### config.mk
export PLATFORM = sky130hd
export DESIGN_NAME = snake_joint_rate_propagation_flat
export DESIGN_NICKNAME = d
export VERILOG_FILES = /design/src/design/sjrp_pkg.sv /design/src/design/sjrp_if.sv /design/src/design/sjrp_ctrl.sv /design/src/design/sjrp_datapath.sv /design/src/design/snake_joint_rate_propagation.sv /design/src/flat_wrapper.sv
export SDC_FILE = /design/constraint.sdc
export NUM_CORES = 2
export LEC_CHECK = 0
export BUFFER_PORTS_ARGS = -buffer_cell sky130_fd_sc_hd__clkbuf_2
export CAP_MARGIN = 0
export CORE_MARGIN = 2
export CORE_UTILIZATION = 40
export CTS_BUF_LIST = sky130_fd_sc_hd__clkbuf_4
export DETAILED_ROUTE_END_ITERATION = 7
export PLACE_DENSITY = 0.63
export SLEW_MARGIN = 20
export SYNTH_ARGS = -nofsm -noshare
export SYNTH_HDL_FRONTEND = slang
export SYNTH_SLANG_ARGS = --single-unit
### constraint.sdc
create_clock -name clk -period 11.7 [get_ports clk]
set_clock_uncertainty 0.15 [all_clocks]
set_input_delay 0.585 -clock clk [delete_from_list [all_inputs] [get_ports clk]]
set_output_delay 0.585 -clock clk [all_outputs]
set_load 0.01 [all_outputs]
### src/design/sjrp_pkg.sv
package sjrp_pkg;

    localparam int CORDIC_STEPS = 16;
    localparam int STEP_W       = $clog2(CORDIC_STEPS);
    localparam int XY_W         = 27;
    localparam int TRIG_W       = 14;
    localparam int FRAC_BITS    = 12;
    localparam int MUL_STEPS    = 7;

    localparam logic signed [XY_W-1:0] CORDIC_GAIN = 27'sd10188015;

    localparam logic signed [31:0] ATAN_TURN [CORDIC_STEPS] = '{
        32'sd536870912, 32'sd316933406, 32'sd167458907, 32'sd85004756,
        32'sd42667331,  32'sd21354465,  32'sd10679838,  32'sd5340245,
        32'sd2670163,   32'sd1335087,   32'sd667544,    32'sd333772,
        32'sd166886,    32'sd83443,     32'sd41721,     32'sd20860
    };

    localparam logic [15:0] HALF_LINK_RESET    = 16'd1024;
    localparam logic [15:0] INVERSE_HALF_RESET = 16'd16384;

    typedef enum logic {
        REG_HALF_LINK    = 1'b0,
        REG_INVERSE_HALF = 1'b1
    } sjrp_reg_t;

    typedef enum logic [2:0] {
        OP_NONE   = 3'd0,
        OP_LOAD   = 3'd1,
        OP_ROT    = 3'd2,
        OP_TRIG   = 3'd3,
        OP_MUL    = 3'd4,
        OP_FINISH = 3'd5
    } sjrp_op_t;

    typedef struct packed {
        sjrp_op_t          op;
        logic [STEP_W-1:0] step;
    } sjrp_cmd_t;

    typedef struct packed {
        logic out_free;
    } sjrp_status_t;

endpackage

### src/design/sjrp_if.sv
interface sjrp_in_if #(
    parameter int ANGLE_BITS    = 16,
    parameter int VELOCITY_BITS = 24
);
    logic                            valid;
    logic                            ready;
    logic signed [VELOCITY_BITS-1:0] head_linear_velocity;
    logic signed [VELOCITY_BITS-1:0] head_angular_velocity;
    logic signed [ANGLE_BITS-1:0]    joint_angle;
    logic                            start_of_chain;
    logic                            end_of_chain;

    modport source (
        output valid, head_linear_velocity, head_angular_velocity, joint_angle,
               start_of_chain, end_of_chain,
        input  ready
    );
    modport sink (
        input  valid, head_linear_velocity, head_angular_velocity, joint_angle,
               start_of_chain, end_of_chain,
        output ready
    );
endinterface

interface sjrp_out_if #(
    parameter int VELOCITY_BITS = 24
);
    logic                            valid;
    logic                            ready;
    logic signed [VELOCITY_BITS-1:0] joint_rate;
    logic                            chain_done;
    logic                            saturated;

    modport source (
        output valid, joint_rate, chain_done, saturated,
        input  ready
    );
    modport sink (
        input  valid, joint_rate, chain_done, saturated,
        output ready
    );
endinterface

### src/design/sjrp_ctrl.sv
module sjrp_ctrl (
    input  logic                  clk,
    input  logic                  rst_n,
    input  logic                  in_valid,
    output logic                  in_ready,
    input  sjrp_pkg::sjrp_status_t status,
    output sjrp_pkg::sjrp_cmd_t    cmd
);
    import sjrp_pkg::*;

    typedef enum logic [4:0] {
        S_IDLE = 5'b00001,
        S_ROT  = 5'b00010,
        S_TRIG = 5'b00100,
        S_MUL  = 5'b01000,
        S_DONE = 5'b10000
    } state_t;

    state_t            state_reg, state_next;
    logic [STEP_W-1:0] cnt_reg, cnt_next;

    assign in_ready = (state_reg == S_IDLE);

    always_comb
    begin
        state_next = state_reg;
        cnt_next   = cnt_reg;
        cmd.op     = OP_NONE;
        cmd.step   = cnt_reg;
        case (state_reg)
            S_IDLE:
            begin
                if (in_valid)
                begin
                    cmd.op     = OP_LOAD;
                    cnt_next   = '0;
                    state_next = S_ROT;
                end
            end
            S_ROT:
            begin
                cmd.op   = OP_ROT;
                cnt_next = cnt_reg + 1'b1;
                if (cnt_reg == STEP_W'(CORDIC_STEPS - 1))
                begin
                    state_next = S_TRIG;
                end
            end
            S_TRIG:
            begin
                cmd.op     = OP_TRIG;
                cnt_next   = '0;
                state_next = S_MUL;
            end
            S_MUL:
            begin
                cmd.op   = OP_MUL;
                cnt_next = cnt_reg + 1'b1;
                if (cnt_reg == STEP_W'(MUL_STEPS - 1))
                begin
                    state_next = S_DONE;
                end
            end
            S_DONE:
            begin
                if (status.out_free)
                begin
                    cmd.op     = OP_FINISH;
                    state_next = S_IDLE;
                end
            end
            default:
            begin
                state_next = S_IDLE;
            end
        endcase
    end

    always_ff @(posedge clk or negedge rst_n)
    begin
        if (!rst_n)
        begin
            state_reg <= S_IDLE;
            cnt_reg   <= '0;
        end
        else
        begin
            state_reg <= state_next;
            cnt_reg   <= cnt_next;
        end
    end

endmodule

### src/design/sjrp_datapath.sv
module sjrp_datapath #(
    parameter int ANGLE_BITS    = 16,
    parameter int VELOCITY_BITS = 24
) (
    input  logic                            clk,
    input  logic                            rst_n,
    input  sjrp_pkg::sjrp_cmd_t              cmd,
    output sjrp_pkg::sjrp_status_t           status,
    input  logic signed [VELOCITY_BITS-1:0] head_linear_velocity,
    input  logic signed [VELOCITY_BITS-1:0] head_angular_velocity,
    input  logic signed [ANGLE_BITS-1:0]    joint_angle,
    input  logic                            start_of_chain,
    input  logic                            end_of_chain,
    input  logic [15:0]                     half_link_length,
    input  logic [15:0]                     inverse_half_link,
    output logic                            out_valid,
    input  logic                            out_ready,
    output logic signed [VELOCITY_BITS-1:0] joint_rate,
    output logic                            chain_done,
    output logic                            saturated
);
    import sjrp_pkg::*;

    localparam int VB    = VELOCITY_BITS;
    localparam int MW    = (VB > 31) ? VB : 31;
    localparam int ACC_W = 2 * MW + 2;
    localparam int RND_W = ACC_W - 24;

    localparam logic signed [RND_W-1:0] RND_MAX = RND_W'({1'b0, {(VB-1){1'b1}}});
    localparam logic signed [RND_W-1:0] RND_MIN = -RND_MAX - RND_W'(1);
    localparam logic signed [VB:0]      DIF_MAX = (VB+1)'({1'b0, {(VB-1){1'b1}}});
    localparam logic signed [VB:0]      DIF_MIN = -DIF_MAX - (VB+1)'(1);
    localparam logic signed [VB-1:0]    V_MAX   = {1'b0, {(VB-1){1'b1}}};
    localparam logic signed [VB-1:0]    V_MIN   = {1'b1, {(VB-1){1'b0}}};

    logic signed [VB-1:0]     v_reg, w_reg, cv_reg, cw_reg, next_reg;
    logic                     eoc_reg, flip_reg, sat_reg;
    logic signed [XY_W-1:0]   x_reg, y_reg;
    logic signed [31:0]       z_reg;
    logic signed [TRIG_W-1:0] s_reg, c_reg;
    logic signed [2*MW-1:0]   prod_reg;
    logic signed [ACC_W-1:0]  acc_reg;
    logic                     ovalid_reg, odone_reg, osat_reg;
    logic signed [VB-1:0]     orate_reg;

    logic signed [31:0]       z_load;
    logic signed [XY_W-1:0]   x_sh, y_sh;
    logic signed [XY_W-1:0]   x_rnd, y_rnd;
    logic signed [TRIG_W-1:0] c_new, s_new;
    logic signed [MW-1:0]     a_op, b_op;
    logic signed [2*MW-1:0]   prod_next;
    logic signed [ACC_W-1:0]  prod_ext, acc_bias;
    logic signed [RND_W-1:0]  rnd;
    logic signed [VB-1:0]     rnd_val, rate_val;
    logic                     rnd_sat, rate_sat;
    logic signed [VB:0]       diff;

    // CORDIC rotation step and load
    assign z_load = {joint_angle, {(32-ANGLE_BITS){1'b0}}};
    assign x_sh   = x_reg >>> cmd.step;
    assign y_sh   = y_reg >>> cmd.step;
    assign x_rnd  = (x_reg + XY_W'(2048)) >>> FRAC_BITS;
    assign y_rnd  = (y_reg + XY_W'(2048)) >>> FRAC_BITS;
    assign c_new  = flip_reg ? -x_rnd[TRIG_W-1:0] : x_rnd[TRIG_W-1:0];
    assign s_new  = flip_reg ? -y_rnd[TRIG_W-1:0] : y_rnd[TRIG_W-1:0];

    // shared multiplier operand select
    always_comb
    begin
        a_op = '0;
        b_op = '0;
        case (cmd.step)
            STEP_W'(0):
            begin
                a_op = MW'($signed({1'b0, inverse_half_link}));
                b_op = MW'(s_reg);
            end
            STEP_W'(1):
            begin
                a_op = prod_reg[MW-1:0];
                b_op = MW'(v_reg);
            end
            STEP_W'(2):
            begin
                a_op = MW'(w_reg);
                b_op = MW'(c_reg) + MW'(1 << FRAC_BITS);
            end
            STEP_W'(3):
            begin
                a_op = MW'(v_reg);
                b_op = MW'(c_reg);
            end
            STEP_W'(4):
            begin
                a_op = MW'($signed({1'b0, half_link_length}));
                b_op = MW'(s_reg);
            end
            STEP_W'(5):
            begin
                a_op = prod_reg[MW-1:0];
                b_op = MW'(w_reg);
            end
            default:
            begin
                a_op = '0;
                b_op = '0;
            end
        endcase
    end

    assign prod_next = a_op * b_op;
    assign prod_ext  = ACC_W'(prod_reg);

    // round half up from 2^-36 to Q12.12, then clip
    assign acc_bias = acc_reg + ACC_W'(1 << 23);
    assign rnd      = acc_bias[ACC_W-1:24];
    always_comb
    begin
        rnd_sat = 1'b1;
        if (rnd > RND_MAX)
        begin
            rnd_val = V_MAX;
        end
        else if (rnd < RND_MIN)
        begin
            rnd_val = V_MIN;
        end
        else
        begin
            rnd_val = rnd[VB-1:0];
            rnd_sat = 1'b0;
        end
    end

    assign diff = (VB+1)'(next_reg) - (VB+1)'(w_reg);
    always_comb
    begin
        rate_sat = 1'b1;
        if (diff > DIF_MAX)
        begin
            rate_val = V_MAX;
        end
        else if (diff < DIF_MIN)
        begin
            rate_val = V_MIN;
        end
        else
        begin
            rate_val = diff[VB-1:0];
            rate_sat = 1'b0;
        end
    end

    // payload registers
    always_ff @(posedge clk)
    begin
        case (cmd.op)
            OP_LOAD:
            begin
                v_reg    <= start_of_chain ? head_linear_velocity : cv_reg;
                w_reg    <= start_of_chain ? head_angular_velocity : cw_reg;
                eoc_reg  <= end_of_chain;
                sat_reg  <= 1'b0;
                flip_reg <= z_load[31] ^ z_load[30];
                z_reg    <= {z_load[31] ^ (z_load[31] ^ z_load[30]), z_load[30:0]};
                x_reg    <= CORDIC_GAIN;
                y_reg    <= '0;
            end
            OP_ROT:
            begin
                if (!z_reg[31])
                begin
                    x_reg <= x_reg - y_sh;
                    y_reg <= y_reg + x_sh;
                    z_reg <= z_reg - ATAN_TURN[cmd.step];
                end
                else
                begin
                    x_reg <= x_reg + y_sh;
                    y_reg <= y_reg - x_sh;
                    z_reg <= z_reg + ATAN_TURN[cmd.step];
                end
            end
            OP_TRIG:
            begin
                c_reg <= c_new;
                s_reg <= s_new;
            end
            OP_MUL:
            begin
                prod_reg <= prod_next;
                case (cmd.step)
                    STEP_W'(2): acc_reg <= -prod_ext;
                    STEP_W'(3): acc_reg <= acc_reg - (prod_ext <<< FRAC_BITS);
                    STEP_W'(4):
                    begin
                        next_reg <= rnd_val;
                        sat_reg  <= sat_reg | rnd_sat;
                        acc_reg  <= prod_ext <<< FRAC_BITS;
                    end
                    STEP_W'(6): acc_reg <= acc_reg - prod_ext;
                    default: acc_reg <= acc_reg;
                endcase
            end
            OP_FINISH:
            begin
                orate_reg <= rate_val;
                odone_reg <= eoc_reg;
                osat_reg  <= sat_reg | rnd_sat | rate_sat;
            end
            default:
            begin
                x_reg <= x_reg;
            end
        endcase
    end

    // carried state and output valid
    always_ff @(posedge clk or negedge rst_n)
    begin
        if (!rst_n)
        begin
            cv_reg     <= '0;
            cw_reg     <= '0;
            ovalid_reg <= 1'b0;
        end
        else if (cmd.op == OP_FINISH)
        begin
            cv_reg     <= rnd_val;
            cw_reg     <= next_reg;
            ovalid_reg <= 1'b1;
        end
        else if (out_ready)
        begin
            ovalid_reg <= 1'b0;
        end
    end

    assign status.out_free = !ovalid_reg || out_ready;
    assign out_valid       = ovalid_reg;
    assign joint_rate      = orate_reg;
    assign chain_done      = odone_reg;
    assign saturated       = osat_reg;

endmodule

### src/design/snake_joint_rate_propagation.sv
// The block takes one item at a time: it runs the 16-step CORDIC rotator, then
// seven steps of the single shared multiplier, and waits while the output register
// is full, before it accepts the next item.
// A finished result waits in the output register while the next beat enters.
// Reset (rst_n low, asynchronous): control idles, the carried velocities
// clear to zero and the link registers return to their default values.
module snake_joint_rate_propagation #(
    parameter int ANGLE_BITS    = 16,
    parameter int VELOCITY_BITS = 24
) (
    input  logic        clk,
    input  logic        rst_n,
    sjrp_in_if.sink     joint_in,
    sjrp_out_if.source  rate_out,
    input  logic        psel,
    input  logic        penable,
    input  logic        pwrite,
    input  logic [2:0]  paddr,
    input  logic [31:0] pwdata,
    output logic [31:0] prdata,
    output logic        pready
);
    import sjrp_pkg::*;

    logic [15:0]  half_link_reg;
    logic [15:0]  inverse_half_reg;
    sjrp_cmd_t    cmd;
    sjrp_status_t status;
    sjrp_reg_t    reg_sel;

    // Configuration: two 16-bit registers, written in the APB access phase.
    assign pready  = 1'b1;
    assign reg_sel = sjrp_reg_t'(paddr[2]);

    always_ff @(posedge clk or negedge rst_n)
    begin
        if (!rst_n)
        begin
            half_link_reg    <= HALF_LINK_RESET;
            inverse_half_reg <= INVERSE_HALF_RESET;
        end
        else if (psel && penable && pwrite)
        begin
            case (reg_sel)
                REG_HALF_LINK:    half_link_reg    <= pwdata[15:0];
                REG_INVERSE_HALF: inverse_half_reg <= pwdata[15:0];
                default:          half_link_reg    <= half_link_reg;
            endcase
        end
    end

    always_comb
    begin
        case (reg_sel)
            REG_HALF_LINK:    prdata = {16'd0, half_link_reg};
            REG_INVERSE_HALF: prdata = {16'd0, inverse_half_reg};
            default:          prdata = '0;
        endcase
    end

    // Sequencer: takes one beat, then steps the rotator and the multiplier.
    sjrp_ctrl u_ctrl (
        .clk      (clk),
        .rst_n    (rst_n),
        .in_valid (joint_in.valid),
        .in_ready (joint_in.ready),
        .status   (status),
        .cmd      (cmd)
    );

    // Datapath: CORDIC sine/cosine, shared multiplier, rounding, output register.
    sjrp_datapath #(
        .ANGLE_BITS    (ANGLE_BITS),
        .VELOCITY_BITS (VELOCITY_BITS)
    ) u_datapath (
        .clk                   (clk),
        .rst_n                 (rst_n),
        .cmd                   (cmd),
        .status                (status),
        .head_linear_velocity  (joint_in.head_linear_velocity),
        .head_angular_velocity (joint_in.head_angular_velocity),
        .joint_angle           (joint_in.joint_angle),
        .start_of_chain        (joint_in.start_of_chain),
        .end_of_chain          (joint_in.end_of_chain),
        .half_link_length      (half_link_reg),
        .inverse_half_link     (inverse_half_reg),
        .out_valid             (rate_out.valid),
        .out_ready             (rate_out.ready),
        .joint_rate            (rate_out.joint_rate),
        .chain_done            (rate_out.chain_done),
        .saturated             (rate_out.saturated)
    );

endmodule

### src/flat_wrapper.sv
// flat-port wrapper written by rule: the top's interface ports become plain ports
module snake_joint_rate_propagation_flat import sjrp_pkg::*;
#(
    parameter int ANGLE_BITS    = 16,
    parameter int VELOCITY_BITS = 24
)
  (clk, rst_n, psel, penable, pwrite, paddr, pwdata, prdata, pready, joint_in_valid, joint_in_head_linear_velocity, joint_in_head_angular_velocity, joint_in_joint_angle, joint_in_start_of_chain, joint_in_end_of_chain, joint_in_ready, rate_out_valid, rate_out_joint_rate, rate_out_chain_done, rate_out_saturated, rate_out_ready);
  sjrp_in_if #(.ANGLE_BITS(ANGLE_BITS), .VELOCITY_BITS(VELOCITY_BITS)) joint_in_i ();
  sjrp_out_if #(.VELOCITY_BITS(VELOCITY_BITS)) rate_out_i ();
  input  logic clk;
  input  logic rst_n;
  input  logic psel;
  input  logic penable;
  input  logic pwrite;
  input  logic [2:0] paddr;
  input  logic [31:0] pwdata;
  output logic [31:0] prdata;
  output logic pready;
  input wire logic [$bits(joint_in_i.valid)-1:0] joint_in_valid;
  input wire logic [$bits(joint_in_i.head_linear_velocity)-1:0] joint_in_head_linear_velocity;
  input wire logic [$bits(joint_in_i.head_angular_velocity)-1:0] joint_in_head_angular_velocity;
  input wire logic [$bits(joint_in_i.joint_angle)-1:0] joint_in_joint_angle;
  input wire logic [$bits(joint_in_i.start_of_chain)-1:0] joint_in_start_of_chain;
  input wire logic [$bits(joint_in_i.end_of_chain)-1:0] joint_in_end_of_chain;
  output wire logic [$bits(joint_in_i.ready)-1:0] joint_in_ready;
  output wire logic [$bits(rate_out_i.valid)-1:0] rate_out_valid;
  output wire logic [$bits(rate_out_i.joint_rate)-1:0] rate_out_joint_rate;
  output wire logic [$bits(rate_out_i.chain_done)-1:0] rate_out_chain_done;
  output wire logic [$bits(rate_out_i.saturated)-1:0] rate_out_saturated;
  input wire logic [$bits(rate_out_i.ready)-1:0] rate_out_ready;
  assign joint_in_i.valid = joint_in_valid;
  assign joint_in_i.head_linear_velocity = joint_in_head_linear_velocity;
  assign joint_in_i.head_angular_velocity = joint_in_head_angular_velocity;
  assign joint_in_i.joint_angle = joint_in_joint_angle;
  assign joint_in_i.start_of_chain = joint_in_start_of_chain;
  assign joint_in_i.end_of_chain = joint_in_end_of_chain;
  assign joint_in_ready = joint_in_i.ready;
  assign rate_out_valid = rate_out_i.valid;
  assign rate_out_joint_rate = rate_out_i.joint_rate;
  assign rate_out_chain_done = rate_out_i.chain_done;
  assign rate_out_saturated = rate_out_i.saturated;
  assign rate_out_i.ready = rate_out_ready;
  snake_joint_rate_propagation #(.ANGLE_BITS(ANGLE_BITS), .VELOCITY_BITS(VELOCITY_BITS)) u_core (.clk(clk), .rst_n(rst_n), .joint_in(joint_in_i), .rate_out(rate_out_i), .psel(psel), .penable(penable), .pwrite(pwrite), .paddr(paddr), .pwdata(pwdata), .prdata(prdata), .pready(pready));
endmodule
==> reports/results.tsv <==
metric	value	unit
worst flop-to-flop path startpoint	u_core.u_ctrl.cnt_reg[0]	
largest net degree at the start of global routing	86	
DR iter-0 viols	5057	
drt wl/cell	22.9	um
WP data arrival	11.87	ns
Hold Fails Final Rpt	0	
max reg flops	64	
DRT Pass-1 Iters	6	
Die ar.	176000	um^2
delay of the slowest cell on the worst path	0.68	ns
hpwl dp	188000	um
PortBufs	133	
RSZ-0062 raised after global routing	false	
crit-path most repeated cell	fa_1	
Total GRT Usage	26.6	%
Initial Util	40.2	%
final WL	231000	um
core footprint	171000	um^2
synthesis-stage register bit count	431	
post-synth top area share	29.3	%
Bufs on Longest Clock Path	3	
fraction of final layout cells sized beyond drive strength 1	10.4	%
worst slew pin tran	1.20	ns
vias	56266	
die span in x	419	um
Setup crit start kind	register	
Mapped Cells	7477	
fmax	0.0890	GHz
worst reg-to-reg setup slack	0.46	ns
worst hold path startpoint	joint_in_joint_angle[5]	
clk slew on worst S/H paths	0.07	ns
CTS Root Cell	clkbuf_4	
final cell count without fillers	10090	
critical path type	reg2reg	
H-tree depth	4	
cell taking the most area after synthesis	fa_1	
async set-reset flop share out of synthesis	20.9	%
Final min period	11.24	ns
first-pass GRT wire length	350000	um
CTS sink cnt	431	
count of final max-slew check failures	0	
distinct cell type count after synthesis	102	
Syn-to-layout area delta	9.41	%
most common flop cell mapped by yosys	edfxtp_1	
post-route DRC violation count	0	
Num CTS Buffers	132	
initial antenna violation count	7	
chip height	419	um
DR vias/cell	5.58	
register area share after synthesis	18.1	%
Clock Latency Late Sink	1.14	ns
setup bufs post-CTS	0	
Synth Area per Inst	9.22	um^2
# Max-Cap Violations	0	
vias in the first global route	57047	
Setup crit end kind	register	
RD Place Congestion	1.02	
Post-Place Cells	9752	
Setup Viol. Count Final	0	
EDFF count, synth	341	
Post-synth top cells	1,210 x inv_1, 1,010 x fa_1, 745 x nor2_1	
status	finished clean	
Final TNS setup	0	ns
max_slew headroom	19.0	%
Hold Crit Class	in2reg	
Std-Cell Rows	152	
final period utilization	96.0	%
worst endpoint required time	12.33	ns
Hold Worst Slack	0.168	ns
Worst Setup SP	u_core.u_ctrl.cnt_reg[0]	
Net count, final	9220	
CP max FO	7	
synthesized cell area	68900	um^2
I/O pin cnt	169	
most numerous cell in the Yosys netlist	inv_1	
slowest library cell on the worst path	and2_1	
top cells by area in the synthesized netlist	fa_1 29%, edfxtp_1 15%, ha_1 7.8%	
DRT antenna net count	0	
GRT overflow	0	
TritonCTS clock tree	yes	
Synthesis Warnings	0	
-- metrics by stage --
step | setup slack, ns | instance area [um^2] | utilization [%]
floorplan | 1.24 | 69000 | -
global placement | 0.521 | 72600 | 42.4
detailed placement | 0.404 | 72600 | 42.4
CTS | 0.291 | 75400 | 44.0
global route | 0.00661 | 75400 | 44.0
finish | 0.462 | 75400 | 44.0
-- cells in the final DEF, fill, tap and decap left out, types with 32 or more instances in the layout --
cell | netlist | layout
a221o_1 | 38 | 38
a221oi_1 | 62 | 34
o211ai_1 | 35 | 35
clkbuf_4 | 0 | 185
a31oi_1 | 53 | 52
xnor2_1 | 269 | 269
nor2_1 | 745 | 743
dlygate4sd3_1 | 0 | 98
and3_1 | 59 | 58
inv_1 | 1210 | 1207
dfrtp_1 | 87 | 83
edfxtp_1 | 341 | 341
mux2_2 | 142 | 142
nand3_1 | 117 | 116
mux2i_1 | 46 | 46
nor3_1 | 93 | 90
buf_4 | 19 | 156
nand2b_1 | 61 | 61
or3_1 | 32 | 32
o21ai_0 | 254 | 253
nand4_1 | 46 | 46
ha_1 | 427 | 427
and2_1 | 47 | 44
o21a_1 | 46 | 46
clkbuf_2 | 1 | 132
a21o_1 | 121 | 121
a22oi_1 | 37 | 37
xor2_1 | 184 | 184
fa_1 | 1010 | 1010
nand2_1 | 742 | 739
nor2b_1 | 39 | 38
o21bai_1 | 48 | 48
mux4_2 | 57 | 57
a211oi_1 | 35 | 35
a21oi_1 | 336 | 332
-- cell type report --
class / count / area, um^2
sequential: 431 / 12500
inverter: 1216 / 4560
multi-input combinational: 5505 / 50800
fill: 16659 / 95900
clock inverter: 46 / 353
clock buffer: 185 / 1390
antenna: 8 / 20.0
tap: 2310 / 2890
timing repair buffer: 389 / 2870
-- cells by family (layout without fill, tap and decap cells) --
logic type,after synthesis,after routing,share of synthesized area [%]
AOI/OAI and AO/OA,1256,1256,11.9
xor gates and xnor gates,454,454,5.78
adders and majority gates,1440,1440,37.1
buffers and inverters,1556,1836,8.69
DFF,431,431,18.1
muxes,247,247,4.88
other,2,25,0.0109
and+or+nand+nor,2091,2091,13.5
-- worst paths after layout --
check / end / depth (start not counted)
min: u_core.u_datapath.z_reg[21] / 4
max in group asynchronous: u_core.u_ctrl.cnt_reg[0] / 4
min reg2reg: u_core.u_datapath.chain_done / 0
max: u_core.u_datapath.prod_reg[60] / 34
max reg2reg: u_core.u_datapath.prod_reg[60] / 34
min in group asynchronous: u_core.inverse_half_reg[14] / 3
-- worst max-delay path, delay by kind of cell (launching register included) --
family,cells,cell delay (ns)
simple gates,4,1.24
fa+ha+maj,10,4.94
compound gates,11,2.74
buf+inv,8,1.13
flops,1,0.50
xor+xnor,1,0.16
-- layer usage --
layer  vias to the layer above  share of wire, %  global-route usage [%]
met5                         -                 0                       0
met2                      2172                47                    42.7
met3                       488               7.2                    4.44
met1                     28479                40                    34.3
li1                      25127                 -                       -
met4                         0               6.0                    14.1
-- timing repair --
item                                    4_1_cts  5_1_grt
hold endpoints to repair                    196        0
gates resized for setup                       0        6
hold buffers                                 99        0
endpoints found under the setup margin        0       10
Power is left out: the tool's default activity adds up to more than one toggle a clock period on the data nets, which glitch-free logic cannot reach.
